<file path="src/hdl/tdcr_pkg.sv">
// Shared types and constants of the text display refresh core.
package tdcr_pkg;

    localparam logic [7:0] SPACE_CODE = 8'h20;

    localparam logic [1:0] MODE_LOAD = 2'd0;
    localparam logic [1:0] MODE_TICK = 2'd1;
    localparam logic [1:0] MODE_DRAW = 2'd2;

    localparam logic [1:0] KIND_ADDR   = 2'd0;
    localparam logic [1:0] KIND_DATA   = 2'd1;
    localparam logic [1:0] KIND_STATUS = 2'd2;

    localparam int CFG_IDX_W = 2;
    localparam logic [CFG_IDX_W-1:0] CFG_ADDR_BASE = 2'd0;
    localparam logic [CFG_IDX_W-1:0] CFG_ROW_ONE   = 2'd1;
    localparam logic [CFG_IDX_W-1:0] CFG_ROW_TWO   = 2'd2;

    localparam logic [7:0] ADDR_BASE_RESET = 8'd128;
    localparam logic [6:0] ROW_ONE_RESET   = 7'd0;
    localparam logic [6:0] ROW_TWO_RESET   = 7'd64;

    localparam int QUEUE_DEPTH = 4;
    localparam int QPTR_W      = $clog2(QUEUE_DEPTH);

    typedef struct packed {
        logic [1:0] mode;
        logic       line_select;
        logic [3:0] column;
        logic [7:0] char_code;
    } t_in_item;

    typedef struct packed {
        logic [1:0] kind;
        logic [7:0] out_byte;
        logic       last;
        logic       ready_to_draw;
    } t_out_item;

    typedef struct packed {
        logic [7:0] addr_base;
        logic [6:0] row_one;
        logic [6:0] row_two;
    } t_cfg;

    typedef enum logic [1:0] {
        OP_WRITE  = 2'd0,
        OP_STATUS = 2'd1,
        OP_DRAW   = 2'd2
    } t_op;

    typedef struct packed {
        t_op        op;
        logic       line_select;
        logic [3:0] column;
        logic [7:0] ch;
        logic       ready;
    } t_cmd;

endpackage

</file>
<file path="src/hdl/tdcr_front.sv">
// Front end: accepts items, tracks fill and change flags, issues commands.
module tdcr_front
    import tdcr_pkg::*;
#(
    parameter int LINE_CHARS = 16
) (
    input  logic     i_clk,
    input  logic     i_rst_n,
    input  logic     i_in_valid,
    input  t_in_item i_in_item,
    input  logic     i_q_full,
    output logic     o_push,
    output t_cmd     o_cmd
);

    logic r_fill, r_changed, r_ready;
    logic n_fill, n_changed, n_ready;
    logic accept, in_range, fill_now;

    always_comb begin
        accept    = i_in_valid && !i_q_full;
        in_range  = {4'd0, i_in_item.column} < 8'(LINE_CHARS);
        fill_now  = ((i_in_item.column != 4'd0) && r_fill) || (i_in_item.char_code == 8'd0);
        n_fill    = r_fill;
        n_changed = r_changed;
        n_ready   = r_ready;
        o_push    = 1'b0;
        o_cmd.op          = OP_WRITE;
        o_cmd.line_select = i_in_item.line_select;
        o_cmd.column      = i_in_item.column;
        o_cmd.ch          = fill_now ? SPACE_CODE : i_in_item.char_code;
        o_cmd.ready       = r_ready;
        if (accept) begin
            unique case (i_in_item.mode)
                MODE_LOAD: begin
                    if (in_range) begin
                        n_fill    = fill_now;
                        n_changed = 1'b1;
                        o_push    = 1'b1;
                    end
                end
                MODE_TICK: begin
                    n_ready     = r_ready || r_changed;
                    o_cmd.op    = OP_STATUS;
                    o_cmd.ready = n_ready;
                    o_push      = 1'b1;
                end
                MODE_DRAW: begin
                    n_changed = 1'b0;
                    n_ready   = 1'b0;
                    o_cmd.op  = OP_DRAW;
                    o_push    = 1'b1;
                end
                default: begin
                end
            endcase
        end
    end

    always_ff @(posedge i_clk) begin
        if (!i_rst_n) begin
            r_fill    <= 1'b0;
            r_changed <= 1'b0;
            r_ready   <= 1'b0;
        end else begin
            r_fill    <= n_fill;
            r_changed <= n_changed;
            r_ready   <= n_ready;
        end
    end

endmodule

</file>
<file path="src/hdl/tdcr_queue.sv">
// Command queue between front end and back end.
module tdcr_queue
    import tdcr_pkg::*;
(
    input  logic i_clk,
    input  logic i_rst_n,
    input  logic i_push,
    input  t_cmd i_cmd,
    input  logic i_pop,
    output logic o_valid,
    output logic o_full,
    output t_cmd o_cmd
);

    t_cmd                r_mem [QUEUE_DEPTH];
    logic [QPTR_W-1:0]   r_wr_ptr, r_rd_ptr;
    logic [QPTR_W:0]     r_count;

    assign o_valid = r_count != '0;
    assign o_full  = r_count == (QPTR_W+1)'(QUEUE_DEPTH);
    assign o_cmd   = r_mem[r_rd_ptr];

    always_ff @(posedge i_clk) begin
        if (i_push) begin
            r_mem[r_wr_ptr] <= i_cmd;
        end
    end

    always_ff @(posedge i_clk) begin
        if (!i_rst_n) begin
            r_wr_ptr <= '0;
            r_rd_ptr <= '0;
            r_count  <= '0;
        end else begin
            if (i_push) begin
                r_wr_ptr <= r_wr_ptr + 1'b1;
            end
            if (i_pop) begin
                r_rd_ptr <= r_rd_ptr + 1'b1;
            end
            r_count <= r_count + (QPTR_W+1)'(i_push) - (QPTR_W+1)'(i_pop);
        end
    end

endmodule

</file>
<file path="src/hdl/tdcr_back.sv">
// Back end: text stores, status results and the changed-character walk.
module tdcr_back
    import tdcr_pkg::*;
#(
    parameter int LINE_CHARS = 16
) (
    input  logic      i_clk,
    input  logic      i_rst_n,
    input  t_cfg      i_cfg,
    input  logic      i_cmd_valid,
    input  t_cmd      i_cmd,
    output logic      o_cmd_pop,
    output logic      o_out_valid,
    input  logic      i_out_stall,
    output t_out_item o_out_item
);

    localparam int DEPTH = 2 * LINE_CHARS;
    localparam int AW    = $clog2(DEPTH);
    localparam int CW    = (LINE_CHARS > 1) ? $clog2(LINE_CHARS) : 1;

    typedef enum logic [5:0] {
        ST_IDLE  = 6'b000001,
        ST_READ  = 6'b000010,
        ST_CMP   = 6'b000100,
        ST_ADDR  = 6'b001000,
        ST_DATA  = 6'b010000,
        ST_FLUSH = 6'b100000
    } t_state;

    t_state          r_state, n_state;
    logic [AW-1:0]   r_addr, n_addr;
    logic [CW-1:0]   r_col, n_col, r_prev, n_prev;
    logic            r_line, n_line, r_have_prev, n_have_prev;
    logic            r_out_v, n_out_v, r_hold_v, n_hold_v;
    t_out_item       r_out, n_out, r_hold, n_hold;

    logic [7:0]      r_pmem [DEPTH];
    logic [7:0]      r_smem [DEPTH];
    logic [DEPTH-1:0] r_pv, r_sv;
    logic [7:0]      r_prd, r_srd;
    logic            r_pvq, r_svq;

    logic            can_emit, emit, differ, need_addr, last_col, advance;
    logic            pwr_en, swr_en;
    logic [AW-1:0]   cmd_idx;
    logic [7:0]      cur_p, cur_s, addr_byte;
    logic [6:0]      offset;
    t_out_item       new_item;

    always_comb begin
        can_emit  = !r_out_v || !i_out_stall;
        cur_p     = r_pvq ? r_prd : SPACE_CODE;
        cur_s     = r_svq ? r_srd : SPACE_CODE;
        differ    = cur_p != cur_s;
        need_addr = !r_have_prev || ({1'b0, r_col} != ({1'b0, r_prev} + 1'b1));
        last_col  = r_col == CW'(LINE_CHARS - 1);
        offset    = r_line ? i_cfg.row_two : i_cfg.row_one;
        addr_byte = i_cfg.addr_base | (8'(offset) + 8'(r_col));
        cmd_idx   = AW'((i_cmd.line_select ? LINE_CHARS : 0) + int'(i_cmd.column));

        n_state     = r_state;
        n_addr      = r_addr;
        n_col       = r_col;
        n_line      = r_line;
        n_prev      = r_prev;
        n_have_prev = r_have_prev;
        n_out_v     = r_out_v && i_out_stall;
        n_out       = r_out;
        n_hold_v    = r_hold_v;
        n_hold      = r_hold;
        o_cmd_pop   = 1'b0;
        pwr_en      = 1'b0;
        swr_en      = 1'b0;
        emit        = 1'b0;
        advance     = 1'b0;
        new_item.kind          = KIND_DATA;
        new_item.out_byte      = cur_p;
        new_item.last          = 1'b0;
        new_item.ready_to_draw = 1'b0;

        unique case (r_state)
            ST_IDLE: begin
                if (i_cmd_valid) begin
                    unique case (i_cmd.op)
                        OP_WRITE: begin
                            pwr_en    = 1'b1;
                            o_cmd_pop = 1'b1;
                        end
                        OP_STATUS: begin
                            if (can_emit) begin
                                o_cmd_pop             = 1'b1;
                                n_out_v               = 1'b1;
                                n_out.kind            = KIND_STATUS;
                                n_out.out_byte        = 8'd0;
                                n_out.last            = 1'b1;
                                n_out.ready_to_draw   = i_cmd.ready;
                            end
                        end
                        OP_DRAW: begin
                            o_cmd_pop   = 1'b1;
                            n_addr      = '0;
                            n_col       = '0;
                            n_line      = 1'b0;
                            n_have_prev = 1'b0;
                            n_state     = ST_READ;
                        end
                        default: begin
                            o_cmd_pop = 1'b1;
                        end
                    endcase
                end
            end
            ST_READ: begin
                n_state = ST_CMP;
            end
            ST_CMP: begin
                swr_en = 1'b1;
                if (!differ) begin
                    advance = 1'b1;
                end else if (need_addr) begin
                    n_state = ST_ADDR;
                end else begin
                    n_state = ST_DATA;
                end
            end
            ST_ADDR: begin
                if (can_emit) begin
                    emit              = 1'b1;
                    new_item.kind     = KIND_ADDR;
                    new_item.out_byte = addr_byte;
                    n_state           = ST_DATA;
                end
            end
            ST_DATA: begin
                if (can_emit) begin
                    emit        = 1'b1;
                    n_prev      = r_col;
                    n_have_prev = 1'b1;
                    advance     = 1'b1;
                end
            end
            ST_FLUSH: begin
                if (!r_hold_v) begin
                    n_state = ST_IDLE;
                end else if (can_emit) begin
                    n_out_v    = 1'b1;
                    n_out      = r_hold;
                    n_out.last = 1'b1;
                    n_hold_v   = 1'b0;
                    n_state    = ST_IDLE;
                end
            end
            default: begin
                n_state = ST_IDLE;
            end
        endcase

        if (emit) begin
            if (r_hold_v) begin
                n_out_v = 1'b1;
                n_out   = r_hold;
            end
            n_hold_v = 1'b1;
            n_hold   = new_item;
        end

        if (advance) begin
            if (last_col && r_line) begin
                n_state = ST_FLUSH;
            end else begin
                n_state = ST_READ;
                n_addr  = r_addr + 1'b1;
                if (last_col) begin
                    n_col       = '0;
                    n_line      = 1'b1;
                    n_have_prev = 1'b0;
                end else begin
                    n_col = r_col + 1'b1;
                end
            end
        end
    end

    always_ff @(posedge i_clk) begin
        if (pwr_en) begin
            r_pmem[cmd_idx] <= i_cmd.ch;
        end
        if (swr_en) begin
            r_smem[r_addr] <= cur_p;
        end
        if (r_state == ST_READ) begin
            r_prd <= r_pmem[r_addr];
            r_srd <= r_smem[r_addr];
        end
    end

    always_ff @(posedge i_clk) begin
        if (!i_rst_n) begin
            r_state     <= ST_IDLE;
            r_addr      <= '0;
            r_col       <= '0;
            r_line      <= 1'b0;
            r_prev      <= '0;
            r_have_prev <= 1'b0;
            r_out_v     <= 1'b0;
            r_hold_v    <= 1'b0;
            r_pv        <= '0;
            r_sv        <= '0;
            r_pvq       <= 1'b0;
            r_svq       <= 1'b0;
        end else begin
            r_state     <= n_state;
            r_addr      <= n_addr;
            r_col       <= n_col;
            r_line      <= n_line;
            r_prev      <= n_prev;
            r_have_prev <= n_have_prev;
            r_out_v     <= n_out_v;
            r_hold_v    <= n_hold_v;
            if (pwr_en) begin
                r_pv[cmd_idx] <= 1'b1;
            end
            if (swr_en) begin
                r_sv[r_addr] <= 1'b1;
            end
            if (r_state == ST_READ) begin
                r_pvq <= r_pv[r_addr];
                r_svq <= r_sv[r_addr];
            end
        end
    end

    always_ff @(posedge i_clk) begin
        r_out  <= n_out;
        r_hold <= n_hold;
    end

    assign o_out_valid = r_out_v;
    assign o_out_item  = r_out;

endmodule

</file>
<file path="src/hdl/text_display_changed_char_refresh_core.sv">
// Load: one item per cycle while the queue is not full, no result. Tick: status result
// is queued, then registered at the output. Draw: the walk sequencer reads each text
// position through the registered store reads, then emits the bytes of changed ones.
// A four-entry command queue lets loads and ticks keep arriving during a walk.
// Reset is synchronous: flags and queue clear, both text copies read as spaces at once.
// Top level of the text display refresh core.
module text_display_changed_char_refresh_core
    import tdcr_pkg::*;
#(
    parameter int LINE_CHARS = 16
) (
    input  logic                 i_clk,
    input  logic                 i_rst_n,
    input  logic                 i_in_valid,
    output logic                 o_in_stall,
    input  t_in_item             i_in_item,
    output logic                 o_out_valid,
    input  logic                 i_out_stall,
    output t_out_item            o_out_item,
    input  logic                 i_cfg_we,
    input  logic [CFG_IDX_W-1:0] i_cfg_idx,
    input  logic [7:0]           i_cfg_wdata
);

    t_cfg r_cfg;
    logic push, q_full, q_valid, pop;
    t_cmd push_cmd, q_cmd;

    always_ff @(posedge i_clk) begin
        if (!i_rst_n) begin
            r_cfg.addr_base <= ADDR_BASE_RESET;
            r_cfg.row_one   <= ROW_ONE_RESET;
            r_cfg.row_two   <= ROW_TWO_RESET;
        end else if (i_cfg_we) begin
            unique case (i_cfg_idx)
                CFG_ADDR_BASE: r_cfg.addr_base <= i_cfg_wdata;
                CFG_ROW_ONE:   r_cfg.row_one   <= i_cfg_wdata[6:0];
                CFG_ROW_TWO:   r_cfg.row_two   <= i_cfg_wdata[6:0];
                default: begin
                end
            endcase
        end
    end

    assign o_in_stall = q_full;

    tdcr_front #(
        .LINE_CHARS(LINE_CHARS)
    ) u_front (
        .i_clk     (i_clk),
        .i_rst_n   (i_rst_n),
        .i_in_valid(i_in_valid),
        .i_in_item (i_in_item),
        .i_q_full  (q_full),
        .o_push    (push),
        .o_cmd     (push_cmd)
    );

    tdcr_queue u_queue (
        .i_clk  (i_clk),
        .i_rst_n(i_rst_n),
        .i_push (push),
        .i_cmd  (push_cmd),
        .i_pop  (pop),
        .o_valid(q_valid),
        .o_full (q_full),
        .o_cmd  (q_cmd)
    );

    tdcr_back #(
        .LINE_CHARS(LINE_CHARS)
    ) u_back (
        .i_clk      (i_clk),
        .i_rst_n    (i_rst_n),
        .i_cfg      (r_cfg),
        .i_cmd_valid(q_valid),
        .i_cmd      (q_cmd),
        .o_cmd_pop  (pop),
        .o_out_valid(o_out_valid),
        .i_out_stall(i_out_stall),
        .o_out_item (o_out_item)
    );

endmodule

</file>
<file path="config.mk">
export PLATFORM = sky130hd
export DESIGN_NAME = text_display_changed_char_refresh_core
export DESIGN_NICKNAME = d
export VERILOG_FILES = /design/src/hdl/tdcr_pkg.sv /design/src/hdl/tdcr_front.sv /design/src/hdl/tdcr_queue.sv /design/src/hdl/tdcr_back.sv /design/src/hdl/text_display_changed_char_refresh_core.sv
export SDC_FILE = /design/constraint.sdc
export NUM_CORES = 1
export LEC_CHECK = 0
export ABC_CLOCK_PERIOD_IN_PS = 6200
export BUFFER_PORTS_ARGS = -buffer_cell sky130_fd_sc_hd__buf_4
export CAP_MARGIN = 20
export CORE_MARGIN = 5
export CORE_UTILIZATION = 43
export CTS_BUF_LIST = sky130_fd_sc_hd__clkbuf_8
export DETAILED_ROUTE_END_ITERATION = 10
export PLACE_DENSITY = 0.54
export SLEW_MARGIN = 20
export SYNTH_ARGS = -nofsm -noshare
export SYNTH_HDL_FRONTEND = slang
export SYNTH_HIERARCHICAL = 1
export SYNTH_SLANG_ARGS = --single-unit
export TNS_END_PERCENT = 20
</file>
<file path="constraint.sdc">
create_clock -name i_clk -period 6.2 [get_ports i_clk]
set_input_delay 1.86 -clock i_clk [delete_from_list [all_inputs] [get_ports i_clk]]
set_output_delay 1.86 -clock i_clk [all_outputs]
set_load 0.02 [all_outputs]
</file>
==> results of run 1 <==
-- state kept, by name (all words and copies together), names as in the netlist, 4 cells and up, named ones only --
name               flops
u_back/o_out_item     12
u_back/r_hold          9
u_back/r_addr          5
u_back/r_sv           32
r_cfg                 22
u_back/r_srd           8
u_back/r_pmem        256
u_back/r_col           4
u_back/r_state         6
u_back/r_pv           32
u_back/r_prd           8
u_queue/r_mem         64
u_back/r_smem        256
u_back/r_prev          4
-- kinds of logic (layout without fill, tap and decap cells) --
logic type	count (synthesis)	count (layout)	share of synthesized area [%]
flip-flops	736	736	71.5
AND/OR/NAND/NOR	364	364	6.28
AO/OA/AOI/OAI	196	196	4.89
multiplexers	195	195	13.9
buffers and inverters	115	310	1.99
adder cells (fa/ha/maj)	22	22	1.00
XOR/XNOR	16	16	0.534
other	0	1	0
-- cells in the mapped netlist, types with 5 or more instances --
cell type    n  area share, %
nor4_1       5           0.11
nand3_1     16           0.28
a21oi_1     23           0.40
o21a_1      36           0.93
a22o_1       9           0.27
and2_1      31           0.67
clkbuf_1    36           0.47
buf_4       15           0.39
buf_1       10           0.13
nand4_1     19           0.41
nor3b_1      5           0.13
o21ai_0     18           0.31
a22oi_1     67            1.7
buf_2       21           0.36
mux4_2     156             12
ha_1        20           0.86
mux2_2       6           0.23
o211ai_1     7           0.18
xor2_1       6           0.18
nand4b_1     7           0.21
buf_6        6           0.23
inv_1       24           0.31
nand2b_1     9           0.19
edfxtp_1   601             62
dfxtp_1    135            9.3
nand2_1     66           0.85
nand3b_1     7           0.18
and3_1       9           0.19
xnor2_1      9           0.27
mux4_1       7           0.63
nor2b_1     10           0.22
nor2_1     146            1.9
mux2i_1     26           0.90
nor3_1      10           0.17
-- stage by stage --
stage	util, %	area, µm²	hold WS [ps]	instances
3_3_place_gp	45.0	30100	438	2488
5_1_grt	48.3	32400	473	2713
3_5_place_dp	45.0	30100	450	2488
4_1_cts	48.3	32400	461	2712
6_report	48.3	32400	457	2713
2_1_floorplan	-	29000	430	1644
-- worst max-delay path, cell delays in order, from the launching register on --
cell and delay (ps):
dfxtp_1 370, inv_1 90, and3_1 230, buf_4 170
-- routing by layer --
| layer | up-vias | routed length, µm | share of wire (%) |
|---|---|---|---|
| li1 | 6731 | - | - |
| met5 | - | 0 | 0 |
| met4 | 0 | 1820 | 2.7 |
| met2 | 450 | 33100 | 49 |
| met3 | 100 | 3570 | 5.3 |
| met1 | 7884 | 29000 | 43 |
-- power by group --
part / switching [mW] / internal [mW]
Sequential: 0.0948 / 5.68
Combinational: 0.786 / 0.399
Clock: 1.86 / 2.07
Total: 2.74 / 8.15
-- final cells by class --
| cell class | count | area [µm²] | share of cell area, % |
|---|---|---|---|
| Sequential cell | 736 | 20800 | 64.0 |
| Multi-Input combinational cell | 793 | 7710 | 23.8 |
| Clock buffer | 128 | 1760 | 5.44 |
| Tap cell | 873 | 1090 | 3.37 |
| Clock inverter | 96 | 510 | 1.57 |
| Timing Repair Buffer | 61 | 483 | 1.49 |
| Inverter | 25 | 93.8 | 0.290 |
| Antenna cell | 1 | 2.50 | 0.00772 |
-- cell usage in the layout (no fill, tap or decap), types with 4 or more instances in the layout --
cell / n
clkbuf_8: 128
nand2_1: 66
a31oi_1: 4
o22ai_1: 4
clkinv_2: 8
and3_1: 9
buf_4: 59
inv_1: 80
ha_1: 20
nand3_1: 16
nor4_1: 5
nand4b_1: 7
mux2_2: 6
xnor2_1: 9
o21ai_0: 18
edfxtp_1: 601
bufinv_16: 4
nor3b_1: 4
nand2b_1: 9
nand4_1: 19
mux4_2: 160
nor2b_1: 10
nor2_1: 145
o211ai_1: 7
xor2_1: 6
a21o_1: 4
clkinv_1: 22
o21a_1: 36
a22oi_1: 67
a21oi_1: 23
and2_1: 31
a22o_1: 9
dfxtp_1: 133
nor3_1: 9
nand3b_1: 7
mux2i_1: 26
-- path summary, 6_finish.rpt --
path / start / endpoint / cells past startpoint
hold reg to reg: r_cfg[7] / r_cfg[7] / 2
setup reg to reg: register / u_back/r_pmem[9][3] / 6
hold / removal: r_cfg[7] / r_cfg[7] / 2
setup / recovery: u_queue/r_count[1] / o_in_stall / 3
==> impl_results.md, run 1 <==
- Final setup margin: 2790 ps
- M3 GR Usage: 3.60%
- Initial DRC Count: 1163
- Final Critical Period: between 3000 and 4000 ps
- Least-Margin Pin Slew: 1090 ps
- Critical path arrival: 1550 ps
- Leak pwr: 10.5 nW
- Drt drc: 0
- Global route hottest layer: met2
- CTS resizes: 0
- Setup Buffers After CTS: 0
- Insertion delay to the later sink of the worst-skew pair: 710 ps
- Site row count: 95
- CTS Buf Count: about 120
- Total gr overflow: 0
- CP max FO: 3
- Final WL: 67.5 mm
- Crit start category: register
- Syn_nets: between 1500 and 2000
- DIE HEIGHT: 270 µm
- Vias in the first global route: 15610
- Fillers: 5734
- Mapped Area: approximately 29000 µm²
- TritonCTS clock tree: yes
- Post-Syn Area per Cell: 17.7 µm²
- Root Driver: clkbuf_8
- Antenna Nets Post-Route: 0
- H-tree depth: 3
- Clk_skew: 35.7 ps
- Hold Path Class: reg -> reg
- Post-synth cell types: 79
- Warnings, synthesis: 6
- Setup CP Type: reg -> out
- Slew HR: 26.7%
- Primary FF master, synth: edfxtp_1
- Input/output buffers: 43
- Status: complete, no violations
- Peak supply drop: ~0.24 mV
- Max Transition Viols Final: 0
- Ratio of final minimum period to clock period: 55.0%
- Cells after Synth: 1644
- Vias post-DR: 15165
- R2r setup slk: 2840 ps
- Total Power: 10.9 mW
- CTS Sinks: 736
- Synthesized flop and latch total: roughly 740
- Max Root-Sink Buffers: 3
- Initial Util: 43.3%
- Pre-CTS WS: 2280 ps
- Total global-route track usage: between 10% and 20%
- GP Congestion: 0.762
- First-pass GRT wire length: 101 mm
- Seq/Total Area, Yosys: a little under three quarters
- Routed len/inst: 24.9 µm
- Post-CTS Hold Fix Bufs: 0
- Asr flop ratio synth: 0%
- Largest net degree at the start of global routing: 88
- Vias per std cell: 5.59
- Core area: 67000 µm²
- # IOs: 44
- F_max: 293 MHz
- # setup viols final: 0
- Data required time of the worst path: 4340 ps
- Clk slew on worst S/H paths: 60 ps
- Met1 Use GR: 25.5%
- Final HPWL DP: 41.2 mm
- RSZ-0062 raised after global routing: false
- Fin. Hold Viols: 0
- Initial antenna violation count: 1
- Endpoint class of the critical path: output port
- Share of cells above drive strength 1: 21.8%
- Met2 global-route usage: 29.8%
- Die W: approximately 270 µm
- Pwr per Cell Area: 336 nW/µm²
- Final setup TNS: 0 ps
- Max cap viols: 0
- EDFF count, synth: about 600
- NumNets Final: around 1800
- Die area: 72800 µm²
- Area grow syn2layout: 11.6%
- Initial DRT Pass Iterations: 5
Note: power is estimated with default switching activity, not from simulation.
==> run 2: changes to the inputs <==
--- a/config.mk
+++ b/config.mk
@@ -5,7 +5,7 @@
 export SDC_FILE = /design/constraint.sdc
 export NUM_CORES = 1
 export LEC_CHECK = 0
-export ABC_CLOCK_PERIOD_IN_PS = 6200
+export ABC_CLOCK_PERIOD_IN_PS = 3140
 export BUFFER_PORTS_ARGS = -buffer_cell sky130_fd_sc_hd__buf_4
 export CAP_MARGIN = 20
 export CORE_MARGIN = 5
==> constraint.sdc (replaced) <==
create_clock -name i_clk -period 3.14 [get_ports i_clk]
set_input_delay 0.942 -clock i_clk [delete_from_list [all_inputs] [get_ports i_clk]]
set_output_delay 0.942 -clock i_clk [all_outputs]
set_load 0.02 [all_outputs]
==> impl_results.md, run 2 (synthesized netlist as in run 1, its figures left out) <==
- Commonest non-fill, non-tap cell in the layout: edfxtp_1
- Crit start category: register
- Pwr per Cell Area: 649 nW/µm² (+93%)
- Cells along the critical path: mux4_1, nor2b_1, a21oi_1, ha_1, inv_1, ha_1, fa_1, xor3_1, nor2_1
- Design area: 33300 µm² (+2.8%)
- Top delay family on crit path: adder cells
- Total gr overflow: 0 (unchanged)
- F_max: 358 MHz
- Critical Path Slowest Stage Cell: mux4_1
- Hold Crit Start: i_in_item[12]
- P_int: 16.2 mW (+98%)
- Max cap viols: 0 (unchanged)
- Area grow syn2layout: 14.7%
- Status: complete, no violations
- Least-Margin Pin Slew: 1040 ps (-56.3 ps)
- RSZ-0062 raised after global routing: false
- Die area: 72800 µm² (unchanged)
- CP max FO: 4 (+1)
- Clock power frac: 36.0% (about the same)
- Commonest non-fill, non-tap cells in the layout: 601 x edfxtp_1, 170 x buf_4, 156 x mux4_2
- Initial Util: 43.3% (unchanged)
- Endpoint class of the critical path: register
- DIE HEIGHT: 270 µm (unchanged)
- Total global-route track usage: 18.3% (-0.090 points)
- Clk slew on worst S/H paths: 60 ps (about the same)
- TritonCTS clock tree: yes
- Final Critical Period: approximately 2800 ps
- Combinational group share of total power: 11.4% (+0.5 points)
- Antenna Nets Post-Route: 0 (unchanged)
- Slew HR: 30.6% (+3.9 points)
- Reg-to-reg critical path endpoint: u_queue/r_count[2]
- Vias per std cell: 5.45 (-2.5%)
- Switch share: 25.3% (+0.11 points)
- R2r setup slk: 350 ps (-2490 ps)
- Initial DRT Pass Iterations: 5 (unchanged)
- Max Root-Sink Buffers: 3 (unchanged)
- Input/output buffers: 43 (unchanged)
- Initial antenna violation count: 1 (unchanged)
- Max Transition Viols Final: 0 (unchanged)
- Post-placement cell area: 31000 µm² (+3.0%)
- H-tree depth: 3 (unchanged)
- Site row count: 95 (unchanged)
- CTS Sinks: 736 (unchanged)
- Post-Place Cells: 2602 (+4.6%)
- Worst Hold Path EP: u_queue/r_mem[2][13]
- Root Driver: clkbuf_8
- CTS Buf Count: 117 (-1.7%)
- Largest net degree at the start of global routing: 49 (-44%)
- Data required time of the worst path: 3720 ps (-620 ps)
- Leak pwr: 11.1 nW (+5.7%)
- Vias in the first global route: 16162 (+3.5%)
- Vias post-DR: 15393 (+1.5%)
- Post-CTS Hold Fix Bufs: 0 (unchanged)
- Initial DRC Count: 1208 (+3.9%)
- # IOs: 44 (unchanged)
- Clk_skew: 28.8 ps (-6.97 ps)
- Die W: 270 µm (unchanged)
- Total Power: 21.6 mW (+99%)
- Psw: 5.46 mW (+99%)
- CTS resizes: 0 (unchanged)
- Final setup TNS: 0 ps (unchanged)
- Routed len/inst: 23.8 µm (-4.2%)
- Share of cells above drive strength 1: 26.6% (+4.7 points)
- # setup viols final: 0 (unchanged)
- Peak supply drop: 0.525 mV (+120%)
- Final HPWL DP: 42.9 mm (+4.0%)
- Cell Count, Final, Fillers Out: 2825 (+4.1%)
- Buf/Inv on CP: 1 (-1)
- Ratio of final minimum period to clock period: 88.9%
- CP most frequent cell: ha_1
- Setup Buffers After CTS: 0 (unchanged)
- Reg power frac: 52.5% (-0.5 points)
- Critical path arrival: 3370 ps (+1820 ps)
- Core area: 67000 µm² (unchanged)
- Final WL: 67.3 mm (-0.27%)
- First-pass GRT wire length: 101 mm (about the same)
- Fin. Hold Viols: 0 (unchanged)
- WHS Path Cells: 1 (-1)
- Fillers: 5646 (-1.5%)
- Insertion delay to the later sink of the worst-skew pair: 720 ps (about the same)
- Setup CP Type: reg -> reg
- Drt drc: 0 (unchanged)
- GP Congestion: 0.784 (+2.9%)
- R2R depth: 9 (+3)
- Hold WS: 433 ps (-24.6 ps)
- Worst path max stage delay: 640 ps (+270 ps)
- NumNets Final: 1900 (+6.3%)
- Leading registers by flop count: u_back/r_pmem x256, u_back/r_smem x256, u_queue/r_mem x64
- Hold Path Class: in -> reg
[run 2: cell types whose count changed in the layout (fill, tap and decap cells not counted), moves of 4 or more]
| cell | previous run | this run |
|---|---|---|
| buf_4 | 59 | 170 |
| clkinv_2 | 8 | 18 |
| clkinvlp_4 | 0 | 4 |
| inv_1 | 80 | 68 |
| mux4_1 | 3 | 7 |
| mux4_2 | 160 | 156 |
[run 2: area by class of cell]
type                            instances  area, µm²  share of cell area [%]
Timing Repair Buffer                  175       1380                    4.13
Multi-Input combinational cell        793       7730                    23.2
Sequential cell                       736      20800                    62.3
Antenna cell                            1       2.50                 0.00751
Clock buffer                          126       1730                    5.21
Inverter                               25       93.8                   0.282
Tap cell                              873       1090                    3.28
Clock inverter                         96        526                    1.58
[run 2: power groups by stage]
stage,Clock [mW],Combinational (mW),Sequential [mW]
finish,7.79,2.47,11.4
global route,8.47,2.69,11.4
CTS,8.02,2.54,11.4
detailed placement,0,2.53,11.6
global placement,0,2.48,11.5
floorplan,0,1.59,11.5
[run 2: layer usage]
metal	up-vias	GRT usage, %	part of all wire, %
met2	305	31.6	51
met3	105	3.47	4.1
li1	6964	-	-
met1	8019	23.8	43
met5	-	0	0
met4	0	4.90	2.1
[run 2: worst max-delay path by stage]
stage,cells past startpoint,slack (ps),start,to
floorplan,11,330,register,u_queue/r_count[2]
global placement,9,360,register,u_queue/r_count[2]
detailed placement,9,370,register,u_queue/r_count[2]
CTS,9,320,register,u_queue/r_count[2]
global route,9,170,register,u_queue/r_count[2]
finish,9,350,register,u_queue/r_count[2]
[run 2: stage by stage]
step                util, %  worst slack, ps
floorplan                 -              327
global placement       46.3              362
detailed placement     46.3              367
CTS                    49.7              325
global route           49.7              173
finish                 49.7              349
